$ cat config.mk
export PLATFORM = sky130hd
export DESIGN_NAME = worker_dispatch_table_flat
export DESIGN_NICKNAME = d
export VERILOG_FILES = /design/src/hw/rtl/wdt_pkg.sv /design/src/hw/rtl/wdt_in_if.sv /design/src/hw/rtl/wdt_out_if.sv /design/src/hw/rtl/wdt_cfg.sv /design/src/hw/rtl/worker_dispatch_table.sv /design/src/flat_wrapper.sv
export SDC_FILE = /design/constraint.sdc
export NUM_CORES = 2
export LEC_CHECK = 0
export BUFFER_PORTS_ARGS = -buffer_cell sky130_fd_sc_hd__clkbuf_2
export CORE_MARGIN = 10
export CORE_UTILIZATION = 42
export CTS_CLUSTER_DIAMETER = 100
export DETAILED_ROUTE_END_ITERATION = 10
export GPL_ROUTABILITY_DRIVEN = 0
export PLACE_DENSITY = 0.57
export RECOVER_POWER = 50
export SLEW_MARGIN = 20
export SYNTH_ARGS = -nofsm -noshare
export SYNTH_HDL_FRONTEND = slang
export SYNTH_SLANG_ARGS = --single-unit
$ cat constraint.sdc
create_clock -name clk -period 17.5 [get_ports clk]
set_clock_uncertainty 0.2 [all_clocks]
set_input_delay 3.5 -clock clk [delete_from_list [all_inputs] [get_ports clk]]
set_output_delay 3.5 -clock clk [all_outputs]
set_load 0.01 [all_outputs]
$ cat src/hw/rtl/wdt_pkg.sv
// ----------------------------------------------------------------------------
// wdt_pkg
// Shared types and constants for the worker dispatch table.
// ----------------------------------------------------------------------------
package wdt_pkg;

  localparam int MAX_WORKERS_DEF = 16;

  // configuration register defaults and indexes
  localparam logic [15:0] MARGIN_RST  = 16'd50;
  localparam int          CFG_AW      = 2;
  localparam logic [CFG_AW-1:0] REG_MARGIN = '0;

  // request types
  localparam logic [1:0] REQ_GET    = 2'd0;
  localparam logic [1:0] REQ_REGET  = 2'd1;
  localparam logic [1:0] REQ_REG    = 2'd2;
  localparam logic [1:0] REQ_UPDATE = 2'd3;

  // acknowledge codes
  localparam logic [1:0] ACK_NONE    = 2'd0;
  localparam logic [1:0] ACK_OK      = 2'd1;
  localparam logic [1:0] ACK_ALLFAIL = 2'd2;
  localparam logic [1:0] ACK_FULL    = 2'd3;

  // entry status codes
  localparam logic [1:0] STAT_READY = 2'd0;
  localparam logic [1:0] STAT_OVL   = 2'd1;
  localparam logic [1:0] STAT_FAIL  = 2'd2;

  typedef enum logic [3:0] {
    ST_IDLE,
    ST_FIND,
    ST_UPD_LEAST,
    ST_UPD_CHECK,
    ST_RESCAN,
    ST_RESCAN_END,
    ST_PICK_INIT,
    ST_PICK,
    ST_SEL,
    ST_OUT
  } wdt_state_t;

endpackage

$ cat src/hw/rtl/wdt_in_if.sv
// ----------------------------------------------------------------------------
// wdt_in_if
// Request channel of the worker dispatch table.
// ----------------------------------------------------------------------------
interface wdt_in_if;
  logic        valid;
  logic        ready;
  logic [1:0]  req_type;
  logic [15:0] worker_port;
  logic [31:0] worker_addr;
  logic        probe_failed;
  logic [3:0]  worker_index;
  logic [31:0] secret;
  logic [15:0] load_value;
  logic [31:0] new_secret;

  modport source (output valid, req_type, worker_port, worker_addr, probe_failed,
                  worker_index, secret, load_value, new_secret, input ready);
  modport sink (input valid, req_type, worker_port, worker_addr, probe_failed,
                worker_index, secret, load_value, new_secret, output ready);
endinterface

$ cat src/hw/rtl/wdt_out_if.sv
// ----------------------------------------------------------------------------
// wdt_out_if
// Result channel of the worker dispatch table.
// ----------------------------------------------------------------------------
interface wdt_out_if;
  logic        valid;
  logic        ready;
  logic [1:0]  ack;
  logic [15:0] sel_port;
  logic [31:0] sel_addr;
  logic [3:0]  out_index;
  logic [31:0] out_secret;

  modport source (output valid, ack, sel_port, sel_addr, out_index, out_secret,
                  input ready);
  modport sink (input valid, ack, sel_port, sel_addr, out_index, out_secret,
                output ready);
endinterface

$ cat src/hw/rtl/wdt_cfg.sv
// ----------------------------------------------------------------------------
// wdt_cfg
// APB-style register file holding the overload margin.
// ----------------------------------------------------------------------------
module wdt_cfg (
  input  logic                       clk,
  input  logic                       rst_n,
  input  logic                       psel,
  input  logic                       penable,
  input  logic                       pwrite,
  input  logic [wdt_pkg::CFG_AW-1:0] paddr,
  input  logic [31:0]                pwdata,
  output logic [31:0]                prdata,
  output logic                       pready,
  output logic [15:0]                margin
);
  import wdt_pkg::*;

  logic [15:0] margin_r;

  assign pready = 1'b1;
  assign margin = margin_r;

  // margin register write
  always_ff @(posedge clk) begin
    if (!rst_n) begin
      margin_r <= MARGIN_RST;
    end else if (psel && penable && pwrite && paddr == REG_MARGIN) begin
      margin_r <= pwdata[15:0];
    end
  end

  // read back
  always_comb begin
    prdata = '0;
    if (paddr == REG_MARGIN) begin
      prdata = {16'd0, margin_r};
    end
  end
endmodule

$ cat src/hw/rtl/worker_dispatch_table.sv
// ----------------------------------------------------------------------------
// worker_dispatch_table
// Table of registered workers with round-robin and least-load selection.
//
//  channel  | dir | handshake        | carries
//  in_ch    | in  | valid/ready      | one request (get, reget, register, update)
//  out_ch   | out | valid/ready      | one result per request
//  cfg_*    | in  | APB write/read   | overload margin
//
// Every table scan walks one entry a cycle through the single table read port
// and its compare logic.
// Reset clears counters and pointers; table entries are not reset.
// in_ch.ready is high only while idle; a stalled result holds the block.
// ----------------------------------------------------------------------------
module worker_dispatch_table #(
  parameter int MAX_WORKERS = wdt_pkg::MAX_WORKERS_DEF
) (
  input  logic                       clk,
  input  logic                       rst_n,
  wdt_in_if.sink                     in_ch,
  wdt_out_if.source                  out_ch,
  input  logic                       cfg_psel,
  input  logic                       cfg_penable,
  input  logic                       cfg_pwrite,
  input  logic [wdt_pkg::CFG_AW-1:0] cfg_paddr,
  input  logic [31:0]                cfg_pwdata,
  output logic [31:0]                cfg_prdata,
  output logic                       cfg_pready
);
  import wdt_pkg::*;

  localparam int IW = $clog2(MAX_WORKERS);
  localparam int CW = $clog2(MAX_WORKERS + 1);
  localparam int XW = CW + 4;
  localparam logic [CW-1:0] MAX_CNT = CW'(MAX_WORKERS);

  logic [15:0] margin;

  wdt_cfg u_cfg (
    .clk     (clk),
    .rst_n   (rst_n),
    .psel    (cfg_psel),
    .penable (cfg_penable),
    .pwrite  (cfg_pwrite),
    .paddr   (cfg_paddr),
    .pwdata  (cfg_pwdata),
    .prdata  (cfg_prdata),
    .pready  (cfg_pready),
    .margin  (margin)
  );

  // table storage
  logic [15:0] port_mem [MAX_WORKERS];
  logic [31:0] addr_mem [MAX_WORKERS];
  logic [1:0]  stat_mem [MAX_WORKERS];
  logic [15:0] load_mem [MAX_WORKERS];
  logic [31:0] sec_mem  [MAX_WORKERS];

  wdt_state_t  state_r, state_nxt;
  logic [CW-1:0] scan_r, scan_nxt;
  logic [IW-1:0] pos_r, pos_nxt;
  logic [CW-1:0] count_r, count_nxt;
  logic [CW-1:0] failed_r, failed_nxt;
  logic [IW-1:0] rr_r, rr_nxt;
  logic          rr_v_r, rr_v_nxt;
  logic [IW-1:0] least_r, least_nxt;
  logic [15:0]   lload_r, lload_nxt;

  // latched request
  logic [1:0]  req_r, req_nxt;
  logic [15:0] rport_r, rport_nxt;
  logic [31:0] raddr_r, raddr_nxt;
  logic [3:0]  ridx_r, ridx_nxt;
  logic [31:0] rsec_r, rsec_nxt;
  logic [15:0] rload_r, rload_nxt;
  logic [31:0] rnsec_r, rnsec_nxt;

  // result
  logic [1:0]  ack_r, ack_nxt;
  logic [15:0] selp_r, selp_nxt;
  logic [31:0] sela_r, sela_nxt;
  logic [3:0]  oidx_r, oidx_nxt;
  logic [31:0] osec_r, osec_nxt;

  // table read and write controls
  logic [IW-1:0] rd_idx;
  logic [15:0]   rd_port, rd_load;
  logic [31:0]   rd_addr, rd_sec;
  logic [1:0]    rd_stat;
  logic [IW-1:0] w_idx;
  logic          st_we, ld_we, new_we;
  logic [1:0]    st_wd;
  logic [15:0]   ld_wd;

  logic [CW-1:0] scan_idx_c, failed_inc, pos_inc, rr_inc;
  logic [IW-1:0] upd_idx;
  logic          upd_in_range, over_margin;

  assign upd_idx      = IW'(ridx_r);
  assign upd_in_range = XW'(ridx_r) < XW'(count_r);
  assign failed_inc   = failed_r + 1'b1;
  assign pos_inc      = CW'(pos_r) + 1'b1;
  assign rr_inc       = CW'(rr_r) + 1'b1;
  assign scan_idx_c   = scan_r;
  assign over_margin  = {1'b0, rload_r} > ({1'b0, lload_r} + {1'b0, margin});

  // single read port select
  always_comb begin
    unique case (state_r)
      ST_FIND, ST_RESCAN:          rd_idx = scan_idx_c[IW-1:0];
      ST_PICK:                     rd_idx = pos_r;
      ST_UPD_CHECK:                rd_idx = upd_idx;
      ST_SEL:                      rd_idx = rr_r;
      default:                     rd_idx = least_r;
    endcase
  end

  assign rd_port = port_mem[rd_idx];
  assign rd_addr = addr_mem[rd_idx];
  assign rd_stat = stat_mem[rd_idx];
  assign rd_load = load_mem[rd_idx];
  assign rd_sec  = sec_mem[rd_idx];

  assign in_ch.ready      = (state_r == ST_IDLE);
  assign out_ch.valid     = (state_r == ST_OUT);
  assign out_ch.ack       = ack_r;
  assign out_ch.sel_port  = selp_r;
  assign out_ch.sel_addr  = sela_r;
  assign out_ch.out_index = oidx_r;
  assign out_ch.out_secret = osec_r;

  // sequencer
  always_comb begin
    state_nxt  = state_r;
    scan_nxt   = scan_r;
    pos_nxt    = pos_r;
    count_nxt  = count_r;
    failed_nxt = failed_r;
    rr_nxt     = rr_r;
    rr_v_nxt   = rr_v_r;
    least_nxt  = least_r;
    lload_nxt  = lload_r;
    req_nxt    = req_r;
    rport_nxt  = rport_r;
    raddr_nxt  = raddr_r;
    ridx_nxt   = ridx_r;
    rsec_nxt   = rsec_r;
    rload_nxt  = rload_r;
    rnsec_nxt  = rnsec_r;
    ack_nxt    = ack_r;
    selp_nxt   = selp_r;
    sela_nxt   = sela_r;
    oidx_nxt   = oidx_r;
    osec_nxt   = osec_r;
    w_idx      = rd_idx;
    st_we      = 1'b0;
    st_wd      = STAT_READY;
    ld_we      = 1'b0;
    ld_wd      = '0;
    new_we     = 1'b0;

    unique case (state_r)
      ST_IDLE: begin
        if (in_ch.valid) begin
          req_nxt   = in_ch.req_type;
          rport_nxt = in_ch.worker_port;
          raddr_nxt = in_ch.worker_addr;
          ridx_nxt  = in_ch.worker_index;
          rsec_nxt  = in_ch.secret;
          rload_nxt = in_ch.load_value;
          rnsec_nxt = in_ch.new_secret;
          ack_nxt   = ACK_NONE;
          selp_nxt  = '0;
          sela_nxt  = '0;
          oidx_nxt  = '0;
          osec_nxt  = '0;
          scan_nxt  = '0;
          unique case (in_ch.req_type)
            REQ_GET:    state_nxt = ST_PICK_INIT;
            REQ_REGET:  state_nxt = in_ch.probe_failed ? ST_FIND : ST_PICK_INIT;
            REQ_REG:    state_nxt = ST_FIND;
            REQ_UPDATE: state_nxt = ST_UPD_LEAST;
            default:    state_nxt = ST_IDLE;
          endcase
        end
      end

      // linear search by port and address
      ST_FIND: begin
        if (scan_r == count_r) begin
          if (req_r == REQ_REGET) begin
            state_nxt = ST_PICK_INIT;
          end else if (count_r < MAX_CNT) begin
            new_we    = 1'b1;
            st_we     = 1'b1;
            ld_we     = 1'b1;
            w_idx     = count_r[IW-1:0];
            ack_nxt   = ACK_OK;
            oidx_nxt  = 4'(count_r);
            osec_nxt  = rnsec_r;
            count_nxt = count_r + 1'b1;
            state_nxt = ST_OUT;
          end else begin
            ack_nxt   = ACK_FULL;
            state_nxt = ST_OUT;
          end
        end else if (rd_port == rport_r && rd_addr == raddr_r) begin
          if (req_r == REQ_REGET) begin
            state_nxt = ST_PICK_INIT;
            if (rd_stat != STAT_FAIL) begin
              st_we      = 1'b1;
              st_wd      = STAT_FAIL;
              failed_nxt = failed_inc;
              if (failed_inc < count_r && rd_idx == least_r) begin
                lload_nxt = rd_load;
                scan_nxt  = '0;
                state_nxt = ST_RESCAN;
              end
            end
          end else begin
            if (rd_stat == STAT_FAIL && failed_r != '0) begin
              failed_nxt = failed_r - 1'b1;
            end
            st_we     = 1'b1;
            ld_we     = 1'b1;
            ack_nxt   = ACK_OK;
            oidx_nxt  = 4'(scan_r);
            osec_nxt  = rd_sec;
            state_nxt = ST_OUT;
          end
        end else begin
          scan_nxt = scan_r + 1'b1;
        end
      end

      // fetch the least load before judging the update
      ST_UPD_LEAST: begin
        lload_nxt = rd_load;
        state_nxt = ST_UPD_CHECK;
      end

      ST_UPD_CHECK: begin
        state_nxt = ST_OUT;
        ack_nxt   = ACK_NONE;
        if (upd_in_range && rd_sec == rsec_r) begin
          ack_nxt = ACK_OK;
          st_we   = 1'b1;
          st_wd   = rd_stat;
          if (rd_stat == STAT_FAIL) begin
            st_wd = STAT_READY;
            if (failed_r != '0) begin
              failed_nxt = failed_r - 1'b1;
            end
          end
          ld_we = 1'b1;
          ld_wd = rload_r;
          if (upd_idx == least_r) begin
            if (rd_load < rload_r) begin
              lload_nxt = rload_r;
              scan_nxt  = '0;
              state_nxt = ST_RESCAN;
            end
          end else if (over_margin) begin
            st_wd = STAT_OVL;
          end else if (rload_r >= lload_r) begin
            st_wd = STAT_READY;
          end else begin
            least_nxt = upd_idx;
          end
        end
      end

      // walk the table for a lower live load
      ST_RESCAN: begin
        if (scan_r == count_r) begin
          state_nxt = ST_RESCAN_END;
        end else begin
          if (rd_load < lload_r && rd_stat != STAT_FAIL) begin
            least_nxt = scan_r[IW-1:0];
            lload_nxt = rd_load;
          end
          scan_nxt = scan_r + 1'b1;
        end
      end

      // the least loaded worker is revived
      ST_RESCAN_END: begin
        if (rd_stat == STAT_FAIL && failed_r != '0) begin
          failed_nxt = failed_r - 1'b1;
        end
        st_we     = 1'b1;
        state_nxt = (req_r == REQ_REGET) ? ST_PICK_INIT : ST_OUT;
      end

      ST_PICK_INIT: begin
        ack_nxt  = (failed_r < count_r) ? ACK_NONE : ACK_ALLFAIL;
        scan_nxt = '0;
        if (rr_v_r && rr_inc != count_r) begin
          pos_nxt = rr_inc[IW-1:0];
        end else begin
          pos_nxt = '0;
        end
        state_nxt = ST_PICK;
      end

      // round-robin search for a ready worker
      ST_PICK: begin
        if (scan_r == count_r) begin
          state_nxt = ST_SEL;
        end else if (rd_stat == STAT_READY) begin
          rr_nxt    = pos_r;
          rr_v_nxt  = 1'b1;
          ack_nxt   = ACK_OK;
          state_nxt = ST_SEL;
        end else begin
          scan_nxt = scan_r + 1'b1;
          pos_nxt  = (pos_inc == count_r) ? '0 : pos_inc[IW-1:0];
        end
      end

      ST_SEL: begin
        if (rr_v_r) begin
          selp_nxt = rd_port;
          sela_nxt = rd_addr;
        end
        state_nxt = ST_OUT;
      end

      ST_OUT: begin
        if (out_ch.ready) begin
          state_nxt = ST_IDLE;
        end
      end

      default: state_nxt = ST_IDLE;
    endcase
  end

  // control registers
  always_ff @(posedge clk) begin
    if (!rst_n) begin
      state_r  <= ST_IDLE;
      count_r  <= '0;
      failed_r <= '0;
      rr_v_r   <= 1'b0;
      rr_r     <= '0;
      least_r  <= '0;
      scan_r   <= '0;
      pos_r    <= '0;
    end else begin
      state_r  <= state_nxt;
      count_r  <= count_nxt;
      failed_r <= failed_nxt;
      rr_v_r   <= rr_v_nxt;
      rr_r     <= rr_nxt;
      least_r  <= least_nxt;
      scan_r   <= scan_nxt;
      pos_r    <= pos_nxt;
    end
  end

  // payload registers
  always_ff @(posedge clk) begin
    lload_r <= lload_nxt;
    req_r   <= req_nxt;
    rport_r <= rport_nxt;
    raddr_r <= raddr_nxt;
    ridx_r  <= ridx_nxt;
    rsec_r  <= rsec_nxt;
    rload_r <= rload_nxt;
    rnsec_r <= rnsec_nxt;
    ack_r   <= ack_nxt;
    selp_r  <= selp_nxt;
    sela_r  <= sela_nxt;
    oidx_r  <= oidx_nxt;
    osec_r  <= osec_nxt;
  end

  // table writes
  always_ff @(posedge clk) begin
    if (st_we) begin
      stat_mem[w_idx] <= st_wd;
    end
    if (ld_we) begin
      load_mem[w_idx] <= ld_wd;
    end
    if (new_we) begin
      port_mem[w_idx] <= rport_r;
      addr_mem[w_idx] <= raddr_r;
      sec_mem[w_idx]  <= rnsec_r;
    end
  end

  // checks
  a_failed_le_count: assert property (@(posedge clk) disable iff (!rst_n)
    failed_r <= count_r)
    else $error("failed count exceeds worker count");

  a_rr_in_table: assert property (@(posedge clk) disable iff (!rst_n)
    rr_v_r |-> (CW'(rr_r) < count_r))
    else $error("round-robin pointer beyond table");

  a_least_in_table: assert property (@(posedge clk) disable iff (!rst_n)
    (count_r != '0) |-> (CW'(least_r) < count_r))
    else $error("least pointer beyond table");

  a_count_le_max: assert property (@(posedge clk) disable iff (!rst_n)
    count_r <= MAX_CNT)
    else $error("worker count beyond capacity");

  a_result_then_idle: assert property (@(posedge clk) disable iff (!rst_n)
    (out_ch.valid && out_ch.ready) |=> in_ch.ready)
    else $error("block not idle after result taken");

endmodule
$ cat src/flat_wrapper.sv
// flat-port wrapper written by rule: the top's interface ports become plain ports
module worker_dispatch_table_flat import wdt_pkg::*;
#(
  parameter int MAX_WORKERS = wdt_pkg::MAX_WORKERS_DEF
)
  (clk, rst_n, cfg_psel, cfg_penable, cfg_pwrite, cfg_paddr, cfg_pwdata, cfg_prdata, cfg_pready, in_ch_valid, in_ch_req_type, in_ch_worker_port, in_ch_worker_addr, in_ch_probe_failed, in_ch_worker_index, in_ch_secret, in_ch_load_value, in_ch_new_secret, in_ch_ready, out_ch_valid, out_ch_ack, out_ch_sel_port, out_ch_sel_addr, out_ch_out_index, out_ch_out_secret, out_ch_ready);
  wdt_in_if in_ch_i ();
  wdt_out_if out_ch_i ();
  input  logic clk;
  input  logic rst_n;
  input  logic cfg_psel;
  input  logic cfg_penable;
  input  logic cfg_pwrite;
  input  logic [wdt_pkg::CFG_AW-1:0] cfg_paddr;
  input  logic [31:0] cfg_pwdata;
  output logic [31:0] cfg_prdata;
  output logic cfg_pready;
  input wire logic [$bits(in_ch_i.valid)-1:0] in_ch_valid;
  input wire logic [$bits(in_ch_i.req_type)-1:0] in_ch_req_type;
  input wire logic [$bits(in_ch_i.worker_port)-1:0] in_ch_worker_port;
  input wire logic [$bits(in_ch_i.worker_addr)-1:0] in_ch_worker_addr;
  input wire logic [$bits(in_ch_i.probe_failed)-1:0] in_ch_probe_failed;
  input wire logic [$bits(in_ch_i.worker_index)-1:0] in_ch_worker_index;
  input wire logic [$bits(in_ch_i.secret)-1:0] in_ch_secret;
  input wire logic [$bits(in_ch_i.load_value)-1:0] in_ch_load_value;
  input wire logic [$bits(in_ch_i.new_secret)-1:0] in_ch_new_secret;
  output wire logic [$bits(in_ch_i.ready)-1:0] in_ch_ready;
  output wire logic [$bits(out_ch_i.valid)-1:0] out_ch_valid;
  output wire logic [$bits(out_ch_i.ack)-1:0] out_ch_ack;
  output wire logic [$bits(out_ch_i.sel_port)-1:0] out_ch_sel_port;
  output wire logic [$bits(out_ch_i.sel_addr)-1:0] out_ch_sel_addr;
  output wire logic [$bits(out_ch_i.out_index)-1:0] out_ch_out_index;
  output wire logic [$bits(out_ch_i.out_secret)-1:0] out_ch_out_secret;
  input wire logic [$bits(out_ch_i.ready)-1:0] out_ch_ready;
  assign in_ch_i.valid = in_ch_valid;
  assign in_ch_i.req_type = in_ch_req_type;
  assign in_ch_i.worker_port = in_ch_worker_port;
  assign in_ch_i.worker_addr = in_ch_worker_addr;
  assign in_ch_i.probe_failed = in_ch_probe_failed;
  assign in_ch_i.worker_index = in_ch_worker_index;
  assign in_ch_i.secret = in_ch_secret;
  assign in_ch_i.load_value = in_ch_load_value;
  assign in_ch_i.new_secret = in_ch_new_secret;
  assign in_ch_ready = in_ch_i.ready;
  assign out_ch_valid = out_ch_i.valid;
  assign out_ch_ack = out_ch_i.ack;
  assign out_ch_sel_port = out_ch_i.sel_port;
  assign out_ch_sel_addr = out_ch_i.sel_addr;
  assign out_ch_out_index = out_ch_i.out_index;
  assign out_ch_out_secret = out_ch_i.out_secret;
  assign out_ch_i.ready = out_ch_ready;
  worker_dispatch_table #(.MAX_WORKERS(MAX_WORKERS)) u_core (.clk(clk), .rst_n(rst_n), .in_ch(in_ch_i), .out_ch(out_ch_i), .cfg_psel(cfg_psel), .cfg_penable(cfg_penable), .cfg_pwrite(cfg_pwrite), .cfg_paddr(cfg_paddr), .cfg_pwdata(cfg_pwdata), .cfg_prdata(cfg_prdata), .cfg_pready(cfg_pready));
endmodule
# == Yosys cells after proc, flatten, opt, wreduce, memory -nomap -nowiden ==
# Memories as Yosys holds them, arrays and structs flattened.
# Cells that the tools add are included.
# Widths: inputs -> output; s select.
# word_totals
ff_bits,284
latchBits,0
mem_bits_rw,1568
mem_bits_ro,0
output_inout_bits,121
word_cells,263
n_memories,5
# op_classes
addsub,7
n_mul,0
div,0
magnitude_cmp,8
eq_ne,54
shift,0
mux,130
bitwise_logic,2
reduce_logical,35
# memory_table
name,depth,word_bits,read_ports,rd_ports_with_merged_regs,wr,line,rtl
u_core.addr_mem,16,32,1,0,1,worker_dispatch_table.sv:54,logic [31:0] addr_mem [MAX_WORKERS];
u_core.sec_mem,16,32,1,0,1,worker_dispatch_table.sv:57,logic [31:0] sec_mem [MAX_WORKERS];
u_core.load_mem,16,16,1,0,1,worker_dispatch_table.sv:56,logic [15:0] load_mem [MAX_WORKERS];
u_core.port_mem,16,16,1,0,1,worker_dispatch_table.sv:53,logic [15:0] port_mem [MAX_WORKERS];
u_core.stat_mem,16,2,1,0,1,worker_dispatch_table.sv:55,logic [1:0] stat_mem [MAX_WORKERS];
# ops
operator,count
$mux 16,15
$mux 32,7
$mux 4,33
$pmux 32 s2,2
$mux 5,20
$eq 32x32->1,2
$pmux 16 s4,1
$pmux 4 s10,1
$mux 2,19
$lt 16x16->1,2
$pmux 16 s2,1
$pmux 4 s4,2
$pmux 5 s6,1
$ne 2x1->1 const B,14
$pmux 4 s2,3
$reduce_and 7->1,3
$mux 1,19
$ne 2x2->1 const B,9
$add 16x16->17,1
$gt 16x17->1,1
$eq 16x16->1,1
$eq 4x3->1 const B,4
$ge 16x16->1,1
$add 5x1->5 const B,3
39 further kinds,71

# == Depth between registers and ports, before layout ==
# An unclocked memory read counts as a cell.
# depth
depth_word,12
mapped_depth,32
ltp_nobuf,23

# == Modules after synthesis ==
# From an unflattened synthesis, not the netlist that was laid out.
# unflattened
hier_cells,5735
hier_area_um2,79626.4
# by_module_without_submodules
mod,instances,cells_per_inst,area_per_inst_um2
worker_dispatch_table,1,5627,78719.2
wdt_cfg,1,108,907.1

# == Worst setup path after synthesis ==
# OpenSTA, ideal clock, no wires.
# synth_timing
kind,in2reg
from,input port in_ch_valid
to,"register u_core.sela_r[0] (netlist: u_core.out_ch.sel_addr[0]), enable pin"
setup_ns,0.404
arrival_ns,7.692
t_required_ns,16.896
setup_slack_ns,9.203
cell_stages,2
n_path_buf,0
cell_sequence,and2_1 > a21o_1
# synth_between
elab_chain_len,2
# synth_lines
item,line,rtl
from (decl),flat_wrapper.sv:18,input wire logic [$bits(in_ch_i.valid)-1:0] in_ch_valid;
$ne 2x2->1 (no line),--,
$reduce_and 3->1 (no line),--,
to (signal assigned),worker_dispatch_table.sv:374,sela_r <= sela_nxt;
to (decl),worker_dispatch_table.sv:81,"logic [31:0] sela_r, sela_nxt;"
# Every way passes these cells.
# A chain may end at the register's enable or synchronous reset.

# == Final worst setup path ==
# layout_timing
from,register u_core.state_r[3]
to,"memory u_core.load_mem[0][5], enable pin"
# layout_between
elab_chain_len,11
word_cells_on_any_way,25
cone_classes,eq/ne (8); mux (11); reduce/logical (3); memory (3)
# layout_lines
item,line,rtl
from (decl),worker_dispatch_table.sv:59,"wdt_state_t state_r, state_nxt;"
from (signal assigned),worker_dispatch_table.sv:351,state_r <= state_nxt;
$eq 4x1->1 / $eq 4x3->1 (equally long branches),"worker_dispatch_table.sv:109, worker_dispatch_table.sv:162",
$reduce_or 2->1,worker_dispatch_table.sv:109,unique case (state_r)
$pmux 4 s4,worker_dispatch_table.sv:109,
$mem_v2 16x32 / $mem_v2 16x16 (equally long branches),--,
$eq 32x32->1 / $eq 16x16->1 (equally long branches),worker_dispatch_table.sv:207,end else if (rd_port == rport_r && rd_addr == raddr_r) begin
$logic_and 1x1->1,worker_dispatch_table.sv:207,
$mux 1,worker_dispatch_table.sv:207,
$mux 1,worker_dispatch_table.sv:190,if (scan_r == count_r) begin
$pmux 1 s2,worker_dispatch_table.sv:162,unique case (state_r)
$mux 1,worker_dispatch_table.sv:384,if (ld_we) begin
$mux 1 (not written as such),worker_dispatch_table.sv:385,load_mem[w_idx] <= ld_wd;
to (decl),worker_dispatch_table.sv:56,
# Several ways; a longest one is shown, not always the timed one.

==> results.tsv <==
stage	metric	value	unit
sta	setup violators final	0	
pwr	Clk pwr share	29.5	%
clock_tree	clk_lat worst skew	0.85	ns
worst_hold_path	Hold Crit Class	flip-flop to flip-flop	
floorplanning	core area	190000	µm²
final_layout	# fillers	16600	
worst_setup_path	R2R Path End	u_core.load_mem[0][5]	
synth	top cells by area, synth	edfxtp_1 (67%), mux2i_1 (3.8%), nand2_1 (3.7%), mux4_2 (2.5%), nand3_1 (1.8%)	
grt	initial antenna violation count	6	
floorplanning	Rows	160	
sta	final setup TNS	0	ns
sta	Slew headroom	-165	%
floorplanning	io pins	297	
placement	DP HPWL	148000	µm
pwr	sequential group share of total power	41.6	%
clock_tree	CTS HTree Levels	4	
placement	Place WS	7.75	ns
worst_hold_path	end of the worst hold path	u_core.u_cfg.margin[6]	
sta	minimum clock period	13.61	ns
pwr	cell area power density	154	nW/µm²
final_layout	Nets	6164	
synth	Gate Count Post-Synth	5646	
final_layout	Post-Layout Cell Count	8576	
final_layout	area occupied by multi-input gates	23400	µm²
status	status	complete, but fails checks	
final_layout	layout cells sized above 1	13.4	%
final_layout	post-layout util	47.6	%
drt	WL/cell	29.4	µm
synth	sequential fraction of the synthesis area	68.6	%
worst_setup_path	R2R Setup Slk	3.89	ns
synth	Avg Inst Size Synth	14.2	µm²
drt	ANT nets after route	0	
drt	DRT Wirelength	252000	µm
pwr	switching part of the total	34.8	%
synth	FFs w/ async S/R, synth	0	%
synth	Synth Register Bits	1852	
worst_setup_path	Worst Reg-to-Reg Cells	19	
status	failing checks	max-capacitance violations, max-slew violations	
sta	max-slew violation count	802	
sta	RSZ-0062 raised after global routing	no	
worst_hold_path	Cells on Worst Hold Path	2	
sta	Fin. Hold Viols	0	
grt	GRT Total Usage	23.3	%
drt	Detailed Routing Iterations Pass 1	6	
synth	Post-Synth XOR/XNOR Area	1.19	%
placement	dpl cells	8205	
final_layout	FF/Latch Area	55100	µm²
synth	post-synthesis cell type count	104	
synth	largest family of logic cells by synthesized area	simple AND/OR/NAND/NOR gates	
clock_tree	postcts setup bufs	0	
grt	largest net degree at the start of global routing	133	
pwr	maximum VDD drop	0.112	mV
placement	Port Buf Inserts	263	
placement	Area after DPL	84600	µm²
synth	ys flop type	edfxtp_1	
grt	first-pass GRT wire length	360000	µm
sta	setup slack after layout	3.89	ns
drt	DR iter-0 viols	5852	
worst_setup_path	worst endpoint required time	17.83	ns
pwr	Combinational Power Share	29.0	%
synth	Post-synth EDFFs	1804	
drt	DRC	0	
sta	crit share post-route	77.8	%
synth	Synthesis Warnings	0	
grt	grt ovf	0	
synth	Synth Area in Adders	1.50	%
synth	Post-Synth Simple-Gate Area	10.1	%
sta	f_max	73.5	MHz
drt	Vias	50900	
synth	complex-gate fraction of the synthesized area	8.26	%
worst_setup_path	CP Launch Type	flip-flop	
worst_setup_path	CP Class	flip-flop to flip-flop	
sta	Least-Margin Pin Slew	3.98	ns
clock_tree	Sink Count	1852	
pwr	Static Leak	30.0	nW
clock_tree	Worst-path clk slew	0.05	ns
clock_tree	Resized Gates After CTS	0	
worst_setup_path	crit path max fanout	47	
floorplanning	die area	209000	µm²
synth	largest area contributor in the netlist	edfxtp_1	
worst_setup_path	worst r2r src	u_core.state_r[3]	
worst_setup_path	Setup crit end kind	flip-flop	
clock_tree	CTS buffer count	196	
clock_tree	CTS tree	yes	
pwr	internal power	9.11	mW
synth	area of the mapped netlist	80400	µm²
synth	share of the synthesized area in the top cell type	67.4	%
grt	vias in the first global route	49900	
synth	multiplexer share of the synthesized area	7.64	%
drt	vias per cell	5.94	
final_layout	final instance area	90600	µm²
flow_run	Max Cap Viol	26	
worst_hold_path	HP Start	u_core.u_cfg.margin[6]	
worst_setup_path	crit path DAT	13.94	ns
final_layout	Area growth syn-to-layout	12.7	%
pwr	Sw Pwr	4.87	mW
floorplanning	Die H	458	µm
floorplanning	Starting Density	42.2	%
clock_tree	Post-CTS Hold Buffers	0	
floorplanning	Die W	458	µm
clock_tree	root buffer cell	clkbuf_16	
clock_tree	CTS max path bufs	3	
synthesized netlist by cell type (59+ instances only):
cell type,count
nor3_1,74
mux4_2,90
buf_2,115
and3_1,59
a211oi_1,127
nand3_1,292
clkbuf_1,144
xnor2_1,66
edfxtp_1,1804
mux2i_1,308
nand2_1,802
inv_1,102
a21oi_1,137
o21ai_0,100
nor2_1,190
nand4_1,69
ha_1,95
mux2_2,88
power groups by stage:
stage / Clock (mW) / Sequential (mW) / Combinational [mW]
finish: 4.12 / 5.81 / 4.05
global route: 4.36 / 5.85 / 4.33
CTS: 4.19 / 5.80 / 4.06
detailed placement: 0 / 5.89 / 4.04
global placement: 0 / 5.87 / 4.02
floorplan: 0 / 5.78 / 2.54
per-stage QoR:
step | hold slack, ns | power, mW
CTS | 0.298 | 14.0
global route | 0.327 | 14.5
finish | 0.295 | 14.0
floorplan | 0.248 | 8.31
global placement | 0.276 | 9.89
detailed placement | 0.283 | 9.93
state kept, by name, indices dropped and copies added, names as in the netlist, 32 cells and up:
name and flops:
u_core.rsec_r 32, u_core.stat_mem 32, u_core.addr_mem 512, u_core.sec_mem 512, u_core.out_ch.out_secret 32, u_core.raddr_r 32, u_core.rnsec_r 32, u_core.load_mem 256
u_core.out_ch.sel_addr 32, u_core.port_mem 256
worst max-delay path: stages, from the launching register on:
cell and delay, ns:
dfxtp_1 0.58, nor4b_4 0.29, clkbuf_1 0.81, o2bb2ai_1 0.38, buf_4 0.19, nor3_4 0.48
buf_4 0.67, clkbuf_1 1.69, clkbuf_1 2.60, nor2_1 1.03, a32o_1 0.56, a2111oi_0 0.47
nand4_1 0.16, nor3_1 0.26, nand3_1 0.57, or3_4 0.77, o31a_1 0.17, buf_4 0.22
nor3_2 0.68, buf_4 0.36
layout make-up:
cell class / count / area share (%)
Tap cell: 2511 / 3.47
Sequential cell: 1852 / 60.8
Timing Repair Buffer: 410 / 2.49
Clock buffer: 242 / 5.70
Inverter: 103 / 0.427
Antenna cell: 3 / 0.00828
Multi-Input combinational cell: 3329 / 25.8
Clock inverter: 126 / 1.33
cells by family (layout without fill, tap and decap cells):
group / after synthesis / count (layout)
XOR/XNOR: 109 / 109
AND/OR/NAND/NOR: 1713 / 1713
adder cells (fa/ha/maj): 96 / 96
AO/OA/AOI/OAI: 904 / 904
multiplexers: 490 / 490
other: 2 / 20
flip-flops: 1852 / 1852
buffers and inverters: 480 / 881
per-layer routing:
metal | GRT usage, % | vias to the layer above | share of wire [%]
met4 | 9.75 | 4 | 4.3
met3 | 3.56 | 449 | 6.9
met2 | 38.1 | 2203 | 48
met1 | 30.9 | 25900 | 41
li1 | - | 22400 | -
met5 | 0 | - | 0.012
cells in the final DEF (no fill, tap or decap), types with 22 or more instances in the layout:
cell / count
xor2_1: 43
nor3_1: 66
ha_1: 95
o31a_1: 53
and2_1: 27
o21ai_0: 100
xnor2_1: 66
buf_4: 114
clkbuf_2: 139
edfxtp_1: 1804
a31oi_1: 52
inv_1: 102
mux2i_1: 308
clkinv_2: 45
a21o_1: 25
and4_1: 36
o211ai_1: 53
clkbuf_16: 200
nor3_2: 28
nor2_1: 177
nor4_1: 24
nand2b_1: 25
a211oi_1: 127
a311oi_1: 58
nand3_1: 292
o22ai_1: 31
clkinv_1: 44
nand2_1: 801
dfxtp_1: 48
or3_1: 22
a32oi_1: 27
mux4_2: 90
nand4_1: 69
and3_1: 57
mux2_2: 87
a21oi_1: 136
clkbuf_1: 192
worst max path at each step:
stage	start	end	slack (ns)	depth (start not counted)
floorplan	in_ch_valid	u_core.out_ch.sel_addr[0]	9.20	2
global placement	u_core.state_r[3]	u_core.load_mem[0][4]	7.80	19
detailed placement	u_core.state_r[3]	u_core.load_mem[0][5]	7.75	20
CTS	u_core.state_r[3]	u_core.load_mem[0][5]	7.77	20
global route	u_core.state_r[3]	u_core.load_mem[0][5]	3.72	19
finish	u_core.state_r[3]	u_core.load_mem[0][5]	3.89	19
No activity file was read; power rests on OpenSTA's default activity.
